[config.mk]
export PLATFORM = sky130hd
export DESIGN_NAME = sacd_ram
export DESIGN_NICKNAME = d
export VERILOG_FILES = /design/src/design/sacd_ram.sv
export SDC_FILE = /design/constraint.sdc
export NUM_CORES = 2
export LEC_CHECK = 0
export ABC_AREA = 0
export BUFFER_PORTS_ARGS = -buffer_cell sky130_fd_sc_hd__buf_4
export CAP_MARGIN = 30
export CORE_ASPECT_RATIO = 1.1
export CORE_UTILIZATION = 63
export CTS_CLUSTER_SIZE = 16
export DETAILED_ROUTE_END_ITERATION = 10
export GPL_TIMING_DRIVEN = 1
export PLACE_DENSITY = 0.79
export SETUP_SLACK_MARGIN = 0.05
export SYNTH_ARGS = -nofsm -noshare
export SYNTH_HDL_FRONTEND = slang
export SYNTH_SLANG_ARGS = --single-unit
[constraint.sdc]
create_clock -name aclk -period 2.5 [get_ports aclk]
set_input_delay 0.125 -clock aclk [delete_from_list [all_inputs] [get_ports aclk]]
set_output_delay 0.125 -clock aclk [all_outputs]
set_load 0.005 [all_outputs]
[src/design/sacd_ram.sv]
// Simple dual-port synchronous memory with one write port and a registered read port.
`default_nettype none
module sacd_ram #(
    parameter int WIDTH = 8,
    parameter int DEPTH = 256,
    parameter int AW    = $clog2(DEPTH)
) (
    input  wire logic             aclk,
    input  wire logic             we,
    input  wire logic [AW-1:0]    waddr,
    input  wire logic [WIDTH-1:0] wdata,
    input  wire logic             re,
    input  wire logic [AW-1:0]    raddr,
    output logic      [WIDTH-1:0] rdata
);

    logic [WIDTH-1:0] mem_reg [DEPTH];

    // Write port
    always_ff @(posedge aclk) begin
        if (we) begin
            mem_reg[waddr] <= wdata;
        end
    end

    // Registered read port
    always_ff @(posedge aclk) begin
        if (re) begin
            rdata <= mem_reg[raddr];
        end
    end

endmodule
`default_nettype wire

Yosys cells after proc, flatten, opt, wreduce, memory -nomap -nowiden:

Memories as Yosys holds them, arrays and structs flattened. A register that Yosys moved wholly into a read port is not among the register bits.
Index checks and enable logic that the tools add are counted.

* bits in registers: 0
* memory bits (writable): 2048
* output and inout port bits: 8
* logic and storage cells: 3
* memories kept: 1

* mux-type cells: 2

Memory list
* mem_reg: depth 256, bits a word 8, rd ports 1, clocked after memory_dff 1, write ports 1, line 17 `logic [WIDTH-1:0] mem_reg [DEPTH];`

Operators by type and width (count)
* 1-bit 2-to-1 mux: 2

Logic depth before layout (Yosys ltp):

* word-level depth: 2
* mapped depth: 11
* mapped depth without buffers: 6

Worst setup path after synthesis:

Ideal clock, no wire load.

* path kind: input to register
* from: input raddr[0]
* to: register rdata[2] (read register of mem_reg) (data pin)
* arrival time: 1.932 ns
* required time: 2.231 ns
* slack: 0.299 ns
* stages on the path: 9
* path buffers: 4
* cell sequence: buf_6 buf_12 buf_8 buf_2 mux4_2 a22oi_1 a21oi_1 nor4_1 nor4_2

RTL lines
* start, declared: line 13 `input wire logic [AW-1:0] raddr,`
* end, declared: line 14 `output logic [WIDTH-1:0] rdata`

==> results.md <==
- Total global routing overflow: 0
- Min Hold Slack: 0.0291 ns
- Flop pwr share: 0.544
- CP Capture Type: flop
- Fillers: 6507
- Core ar.: 125000 um^2
- Post-CTS Repair Setup Buffers: 0
- Share of layout cells above drive strength 1: 0.310
- Non-Filler Instances: 6181
- Synth top area share: 0.775
- Worst setup margin: 0.000308 ns
- Cells along the critical path: mux4_2, mux4_2, nor2b_1, nor4_4, buf_4, nor4_2
- Final core utilization: 0.738
- Clock sink total: between 2000 and 2500
- ANT nets after route: 0
- CTS tree: yes
- Pwr Total: between 60000 and 70000 uW
- Setup violators final: 0
- Switching Fraction: 0.216
- Htree depth: 4
- CTS buffer count: between 150 and 200
- DR WL met2: 103000 um
- Critical Path Source: mem_reg[84][2]
- Fin. max-slew vios: 0
- Final Hold Fails: 0
- R2R setup slack: 0.0003 ns
- Syn_area_per_cell: 21.3 um^2
- Max FFs per register: between 2000 and 2500
- R2R cell count: 6
- Design internal power: 54800 uW
- # IOs: 35
- Clk root buf: clkbuf_16
- Slew margin rel.: 0.345
- CP bufs+invs: 1
- Top Metal Used: met5
- Tcrit/Tclk final: 1.00
- DR DRC count: 0
- Initial DRT Pass Iterations: 8
- Mapped Cells: 3733
- Via count: roughly 43000
- Hold Path End: mem_reg[225][0]
- Clk pwr share: 0.399
- Hold Path Origin: wdata[0]
- Synthesis-stage register bit count: 2056
- Met3 WL: 25900 um
- Largest stage delay on the critical path: 0.50 ns
- FMAX: 400 MHz
- Synthesized area: 79600 um^2
- Synth async-reset ratio: 0
- Slowest CP cell: mux4_2
- CTS Buffer Depth: 3
- Number of global-route vias before repair: around 44000
- Initial core utilization: 0.636
- Routed WL: 209000 um
- Multi-input logic area: 16600 um^2
- Synthesized Nets: roughly 3800
- Leakage: 0.0299 uW
- Global-route wire length before repair: about 300000 um
- Routability congestion estimate from global placement: ~0.9
- Cell Rows: 136
- Worst hold path depth: 1
- Min Tclk post-route: around 2.5 ns
- Number of synthesized flops with an enable pin: slightly above 2000
- Critical Path AT: 3.08 ns
- CP required: 3.08 ns
- Worst r2r src: mem_reg[84][2]
- Sequential cell area: 61700 um^2
- Number of vias per cell: 6.97
- R2R Path End: rdata[2]
- Worst path depth: 6
- Status: finished, final reports clean
- Setup Crit Path Kind: reg2reg
- Port bufs: 34
- Clk pin slew, worst setup/hold paths: 0.06 ns
- Peak supply drop: 846 uV
- Combinational share of power: 0.057
- Die Ht: about 370 um
- Psw: 15100 uW
- Most used cell, CP: mux4_2
- Cell family with most CP delay: multiplexers
- Die width: 341 um
- Area grow syn2layout: 16.0%
- Clk_skew: 0.0293 ns
- Starting DRT DRC Count: 6794
- Pin count of the biggest net entering global routing: 110
- WL/cell: 33.8 um
- Synth Warn #: 0
- Hold Path Class: in2reg
- Leading post-synthesis cells by cell area: edfxtp_1 (78%), mux4_2 (13%), mux2i_1 (1.7%)
- Worst-skew pair later-pin latency: 0.83 ns
- Yosys top cell by area: edfxtp_1
- Die area: about 130000 um^2
- Critical Path Fanout Max: 1
- Netlist cell types: 54
- DRT met1 WL: 68300 um
- Final nets: 4382
- Worst-Margin Slew: 0.983 ns
- Placed Cells: 5806
- Setup WS pre-CTS: -0.646 ns
- Total GRT Usage: 0.332
- P per Cell Area: 757 nW/um^2
- Number of max-cap violations: 0
- Ys flop type: edfxtp_1
- Detail Placement HPWL: 126000 um
- RSZ-0062 raised after global routing: yes
- Seq/Total Area, Yosys: 0.775
- Initial antenna violation count: 11
- Critical Path Source Type: flop
[per-layer routing]
metal,global-route usage,vias up
li1,-,16949
met1,0.425,21883
met2,0.534,3511
met3,0.0825,728
met4,0.170,10
met5,0,-
[layout by cell type, fill, tap and decap left out, types with 11 or more instances in the layout]
master / instances
a211oi_1: 15
a21oi_1: 96
a221oi_1: 11
a22oi_1: 133
buf_12: 79
buf_4: 561
bufinv_16: 11
clkbuf_1: 35
clkbuf_16: 191
clkinv_1: 52
clkinv_2: 41
dlygate4sd3_1: 14
edfxtp_1: 2056
mux2i_1: 134
mux4_2: 454
nand2_1: 33
nand3_1: 34
nor2_1: 279
nor2b_1: 27
nor3_1: 21
nor4_1: 20
o221ai_1: 46
o22ai_1: 28
[cell usage after synthesis, types with 3 or more instances]
| cell type | instances |
|---|---|
| a211oi_1 | 16 |
| a21oi_1 | 96 |
| a221oi_1 | 13 |
| a22o_1 | 8 |
| a22oi_1 | 133 |
| and2_1 | 6 |
| buf_1 | 22 |
| buf_12 | 8 |
| buf_2 | 31 |
| buf_4 | 27 |
| buf_6 | 21 |
| buf_8 | 13 |
| clkbuf_1 | 111 |
| edfxtp_1 | 2056 |
| mux2i_1 | 134 |
| mux4_2 | 454 |
| nand2_1 | 33 |
| nand2b_1 | 8 |
| nand3_1 | 34 |
| nand4_1 | 10 |
| nor2_1 | 282 |
| nor2b_1 | 31 |
| nor3_1 | 22 |
| nor4_1 | 24 |
| nor4_2 | 3 |
| o211ai_1 | 10 |
| o21ai_0 | 10 |
| o221ai_1 | 46 |
| o22a_1 | 5 |
| o22ai_1 | 28 |
| o32ai_1 | 4 |
| or2_2 | 4 |
[cell type report]
class,instances,share of cell area
timing repair buffer,664,0.0657
clock inverter,127,0.0108
sequential,2056,0.668
tap,1656,0.0224
clock buffer,226,0.0532
inverter,2,0.0000813
antenna,8,0.000217
multi-input combinational,1442,0.179
[what timing repair did]
item | in CTS | in global routing
gates resized for setup | 8 | 6
hold buffers | 14 | 0
endpoints found under the hold margin | 456 | 0
endpoints found under the setup margin | 5 | 6
cloned | 0 | 0
pin swaps | 4 | 4
[power by group through the flow]
stage / logic (uW) / registers (uW) / clock network [uW]
after CTS: 3900 / 38100 / 28000
after floorplan: 1850 / 38800 / 0
after global placement: 3700 / 38800 / 0
after detailed placement: 3800 / 38800 / 0
final: 3980 / 38100 / 27900
after global routing: 4090 / 38100 / 29200
[worst max path at each step]
| stage | end | slack [ns] |
|---|---|---|
| global placement | rdata[2] | -0.55 |
| finish | rdata[2] | 0.0003 |
| detailed placement | rdata[2] | -0.65 |
| CTS | rdata[1] | 0.005 |
| global route | rdata[4] | 0.02 |
| floorplan | rdata[2] | 0.30 |
[cells by family after synthesis]
kind of cell | share of synthesized area
AND/OR/NAND/NOR | 0.0263
flip-flops | 0.775
AO/OA/AOI/OAI | 0.0342
multiplexers | 0.146
buffers and inverters | 0.0183
[through the flow]
stage	instance area (um^2)	TNS [ns]
3_3_place_gp	86200	-2.85
2_1_floorplan	79600	0
3_5_place_dp	86200	-3.08
4_1_cts	92300	0
5_1_grt	92400	0
6_report	92400	0
Power figures use the tool's default switching activity.
