File: src/design/sacd_pkg.sv
// Shared constants, types and register codes of the set-associative cache timing block.
`default_nettype none
package sacd_pkg;

    // Fixed field widths
    localparam int ADDR_W    = 32;
    localparam int BYTE_BITS = 2;
    localparam int COST_W    = 10;
    localparam int TOTAL_W   = 48;
    localparam int CFG_IDX_W = 2;
    localparam int CFG_DATA_W = 8;

    // Default geometry
    localparam int DEF_WAYS       = 4;
    localparam int DEF_INDEX_BITS = 8;
    localparam int DEF_WORD_BITS  = 1;
    localparam int DEF_ROW_SHIFT  = 6;

    // Fixed cycles added to every DRAM miss
    localparam logic [COST_W-1:0] DRAM_OVERHEAD = COST_W'(2);

    // Register indexes
    localparam logic [CFG_IDX_W-1:0] REG_LOOKUP_TIME = 2'd0;
    localparam logic [CFG_IDX_W-1:0] REG_CAS_TIME    = 2'd1;
    localparam logic [CFG_IDX_W-1:0] REG_RAS_TIME    = 2'd2;

    // Register reset values
    localparam logic [3:0] LOOKUP_TIME_RST = 4'd1;
    localparam logic [7:0] CAS_TIME_RST    = 8'd24;
    localparam logic [7:0] RAS_TIME_RST    = 8'd72;

    typedef struct packed {
        logic [3:0] lookup_time;
        logic [7:0] cas_time;
        logic [7:0] ras_time;
    } timing_cfg_t;

    typedef struct packed {
        logic hit;
        logic is_write;
        logic row_open;
    } access_info_t;

endpackage
`default_nettype wire

File: src/design/sacd_cost.sv
// Access cost under the DRAM open-row timing rules.
`default_nettype none
module sacd_cost (
    input  wire sacd_pkg::timing_cfg_t           cfg,
    input  wire sacd_pkg::access_info_t          info,
    output logic [sacd_pkg::COST_W-1:0]          cost
);

    logic [sacd_pkg::COST_W-1:0] base;
    logic [sacd_pkg::COST_W-1:0] cas_part;
    logic [sacd_pkg::COST_W-1:0] ras_part;

    always_comb begin
        // Hit lookup time, or the fixed overhead of a miss
        base     = info.hit ? sacd_pkg::COST_W'(cfg.lookup_time) : sacd_pkg::DRAM_OVERHEAD;
        // Writes pay two column accesses, read misses one
        cas_part = info.is_write ? {1'b0, cfg.cas_time, 1'b0}
                                 : sacd_pkg::COST_W'(cfg.cas_time);
        ras_part = info.row_open ? '0 : sacd_pkg::COST_W'(cfg.ras_time);
        if (info.hit && !info.is_write) begin
            cost = base;
        end else begin
            cost = base + cas_part + ras_part;
        end
    end

endmodule
`default_nettype wire

File: config.mk
export PLATFORM = sky130hd
export DESIGN_NAME = sacd_cost
export DESIGN_NICKNAME = d
export VERILOG_FILES = /design/src/design/sacd_pkg.sv /design/src/design/sacd_cost.sv
export SDC_FILE = /design/constraint.sdc
export NUM_CORES = 1
export LEC_CHECK = 0
export BUFFER_PORTS_ARGS = -buffer_cell sky130_fd_sc_hd__buf_2
export CORE_MARGIN = 10
export CORE_UTILIZATION = 30
export DETAILED_ROUTE_END_ITERATION = 8
export SETUP_SLACK_MARGIN = 0.1
export SYNTH_ARGS = -nofsm -noshare
export SYNTH_HDL_FRONTEND = slang
export SYNTH_SLANG_ARGS = --single-unit
export TNS_END_PERCENT = 50
File: constraint.sdc
create_clock -name vclk -period 5.65
set_input_delay 0.565 -clock vclk [all_inputs]
set_output_delay 0.565 -clock vclk [all_outputs]
set_load 0.005 [all_outputs]
## Word level (Yosys, flattened, before mapping)

Index checks and enable logic that the tools add are counted.

- Reductions and logical operators: 2
- Multiplexer cells: 4
- Add/subtract/negate cells: 2

Operators with widths:

| operator | number |
|---|---|
| 10-bit by 8-bit adder with 10-bit output | 1 |
| 4-bit by 9-bit adder with 10-bit output | 1 |
| 10-bit 2-to-1 mux | 1 |
| 9-bit 2-to-1 mux | 1 |
| 8-bit 2-to-1 mux | 1 |
| 4-bit 2-to-1 mux | 1 |
| 1-bit logical AND | 1 |
| 1-bit logical NOT | 1 |

- Word-level logic and storage cells: 8
- Output and inout port bits: 10
- Bits of input ports: 23
- Register bits: 0

## Longest topological paths before layout

- Depth after elaboration: 4
- Depth in mapped cells: 10
- Depth with buffers taken out: 9

## Worst setup path after synthesis

No wires, ideal clock.

- Path kind: input to output
- Start: in info[1] (netlist bit)
- End: out cost[9] (netlist bit)
- Required time: 5.085 ns
- Buffers on the path: 1
- Arrival: 2.804 ns
- Path slack: 2.281 ns
- Stages on the path: 10
- Cell sequence: buf_2 > mux2_2 > fa_1 > ha_1 > inv_1 > fa_1 > nor2b_4 > o31a_1 > o21a_1 > o31a_1

- Longest elaborated chain between the ends: 4
- Elaborated cells between the ends (all ways): 6
- Classes of those cells: add/sub: 2; mux: 2; reduce/logical: 2

Ends and longest elaborated chain:

| element | RTL line | RTL |
|---|---|---|
| from (decl) | sacd_cost.sv:5 | `input wire sacd_pkg::access_info_t info,` |
| 9-bit 2-to-1 mux | sacd_cost.sv:17 | `cas_part = info.is_write ? {1'b0, cfg.cas_time, 1'b0}` |
| 4-bit by 9-bit adder with 10-bit output | sacd_cost.sv:23 | `cost = base + cas_part + ras_part;` |
| 10-bit by 8-bit adder with 10-bit output | sacd_cost.sv:23 |  |
| 10-bit 2-to-1 mux (*) | sacd_cost.sv:20 | `if (info.hit && !info.is_write) begin` |
| to (decl) | sacd_cost.sv:6 | `output logic [sacd_pkg::COST_W-1:0] cost` |

Every way passes the cells marked *; elsewhere a longest branch is shown, timed or not.

## Worst setup path after layout

Same ends and word-level chain as after synthesis.

==> results by group <==
Clock tree
  • Resize count post-CTS: 0
  • Post-CTS Setup Bufs: 0
  • Post-CTS Hold Fix Bufs: 0

Worst setup path
  • Worst path bufs/invs: 3
  • Critical Path End Type: output pin
  • Slowest stage cell on the critical path: fa_1
  • Crit path DAT: 3030 ps
  • Crit-path max FO: 11
  • CP delay by family, top: adder cells
  • Critical Path, Cell by Cell: buf_2 -> mux2_2 -> fa_1 -> ha_1 -> inv_1 -> fa_1 -> nor2b_4 -> o31a_1 -> o21a_1 -> o31a_1 -> buf_2
  • Setup CP Type: in -> out
  • Max incr delay on CP: 450 ps
  • Setup crit start kind: input port
  • Critical path required time: around 5100 ps

Logic synthesis
  • Register area share after synthesis: 0%
  • Synthesized cell area: around 750 um^2
  • Mean Syn Cell Area: 8.379 um^2
  • Synth warn: 0
  • Synth Instances: 89
  • Synthesized net count: 129
  • Cell variety after synth: 29

Final layout
  • Layout overhead on the synthesized area: 26.51%
  • Reg area: 0 um^2
  • FFs & Latches: 0
  • Final nets: 163
  • Proportion of layout cells with a drive suffix above 1: a little under 40%
  • Commonest cells after routing, fill and taps aside: 33 x buf_2, 12 x ha_1, 9 x nor2b_1
  • Commonest non-fill, non-tap cell in the layout: buf_2
  • End-of-flow core utilization: 38.79%
  • Clock buf count: 0
  • ANT cells: 0

Routing
  • Antenna-violating nets left: 0
  • Pre-antenna DRT Iters: 3
  • Drt drc: 0
  • Via/cell ratio: 5.000
  • WL/cell: 13.30 um
  • Routed WL: approximately 2000 um
  • First-iteration detailed-routing DRC count: 19
  • Vias: 755

Timing
  • Slew HR: 77.57%
  • Period minus WS final: 3595 ps
  • Period utilization: 63.63%
  • Final setup fails: 0
  • Fin. Hold Viols: 0
  • Setup TNS: 0 ps
  • Worst slew pin tran: 334.2 ps
  • RSZ-0062 raised after global routing: no
  • Max Freq: ~0.28 GHz
  • Final Slew Violations: 0
  • WHS: 1397 ps

Global routing
  • Global-route wire length before repair: 3560 um
  • Global route total overflow: 0
  • Initial antenna violation count: 0
  • Number of global-route vias before repair: 776
  • Largest net degree at the start of global routing: 12
  • Tot GR Track Use: about 8%

Floorplan
  • Core Footprint: 2432 um^2
  • Die Y: 69.86 um
  • Die footprint: 4880 um^2
  • Die X: 69.86 um
  • Initial core utilization: 30.66%
  • Ports: 33
  • Row cnt: 18

Power
  • Peak VDD IR: 0.03765 mV
  • Leak pwr: 0.4807 nW
  • Power Dens Cells: 129.7 nW/um^2

Placement
  • I/O Buffers: 33
  • DP Wirelength: 1800 um
  • RD Place Congestion: 0.8094

Job
  • Max Cap Viol: 0

Outcome
  • Status: finished, final reports clean

Worst hold path
  • HP Class: in -> out
-- power breakdown --
group	switching [W]	leakage [nW]	total, W	internal (W)
Combinational	0.0000613	0.481	0.000122	0.0000610
Sequential	0	0	0	0
Clock	0	0	0	0
Total	0.0000613	0.481	0.000122	0.0000610
-- cells by family (layout without fill, tap and decap cells) --
group | count (synthesis) | count (layout) | share of synthesized area, %
buffers and inverters | 4 | 36 | 2.180
muxes | 8 | 8 | 11.91
adders and majority gates | 17 | 17 | 33.56
xor gates and xnor gates | 1 | 1 | 1.175
and+or+nand+nor | 39 | 39 | 30.54
AOI/OAI and AO/OA | 20 | 20 | 20.64
-- path summary, 6_finish.rpt --
kind	start	endpoint	cells past startpoint
max	info[1]	cost[9]	11
min	cfg[17]	cost[1]	4
-- cells in the mapped netlist --
library cell / instances / area share, %
o21a_1: 4 / 4.0
a211oi_2: 1 / 1.7
nor3_2: 1 / 1.3
or2_2: 1 / 0.84
buf_2: 1 / 0.67
and2b_4: 1 / 1.3
and2_1: 4 / 3.4
fa_1: 5 / 13
inv_1: 3 / 1.5
a2111oi_2: 1 / 2.0
nor4b_2: 1 / 2.0
o31a_1: 2 / 2.3
a21o_1: 2 / 2.0
nor2_1: 5 / 2.5
o211a_1: 1 / 1.3
mux2_2: 7 / 11
a211oi_1: 1 / 1.0
nor2b_1: 9 / 7.5
o21bai_2: 1 / 1.5
mux2i_1: 1 / 1.3
nor2b_4: 1 / 1.8
o21ai_0: 2 / 1.3
xor2_1: 1 / 1.2
o21ai_1: 1 / 0.67
nor3_1: 6 / 4.0
ha_1: 12 / 20
nand2b_1: 2 / 1.7
nand2_1: 8 / 4.0
a21oi_1: 4 / 2.7
-- area by class of cell --
| type | count | area [um^2] |
|---|---|---|
| timing repair buffer | 33 | 165.2 |
| inverter | 3 | 11.26 |
| multi-input combinational | 85 | 729.5 |
| tap | 30 | 37.54 |
| fill | 266 | 1489 |
-- tightest hold or removal path: cells and delay by family --
kind | cells | cell delay, ps
AND/OR/NAND/NOR | 2 | 80
buffers and inverters | 2 | 180
-- metrics by stage --
stage / total power (W) / std cells / setup slack (ps) / cell area, um^2
floorplan: 0.00008456 / 89 / 2281 / 745.7
global placement: 0.0001231 / 151 / 2079 / 943.4
detailed placement: 0.0001246 / 151 / 2057 / 943.4
CTS: 0.0001252 / 151 / 2046 / 943.4
global route: 0.0001405 / 151 / 1927 / 943.4
finish: 0.0001223 / 151 / 2055 / 943.4
-- per-layer routing --
layer	GRT usage, %	wire [um]	vias to the layer above
li1	-	-	387
met1	9.887	897	350
met2	15.01	994	18
met4	0	0	0
met5	0	0	-
met3	1.271	116	0
No activity file was read; power rests on OpenSTA's default activity.
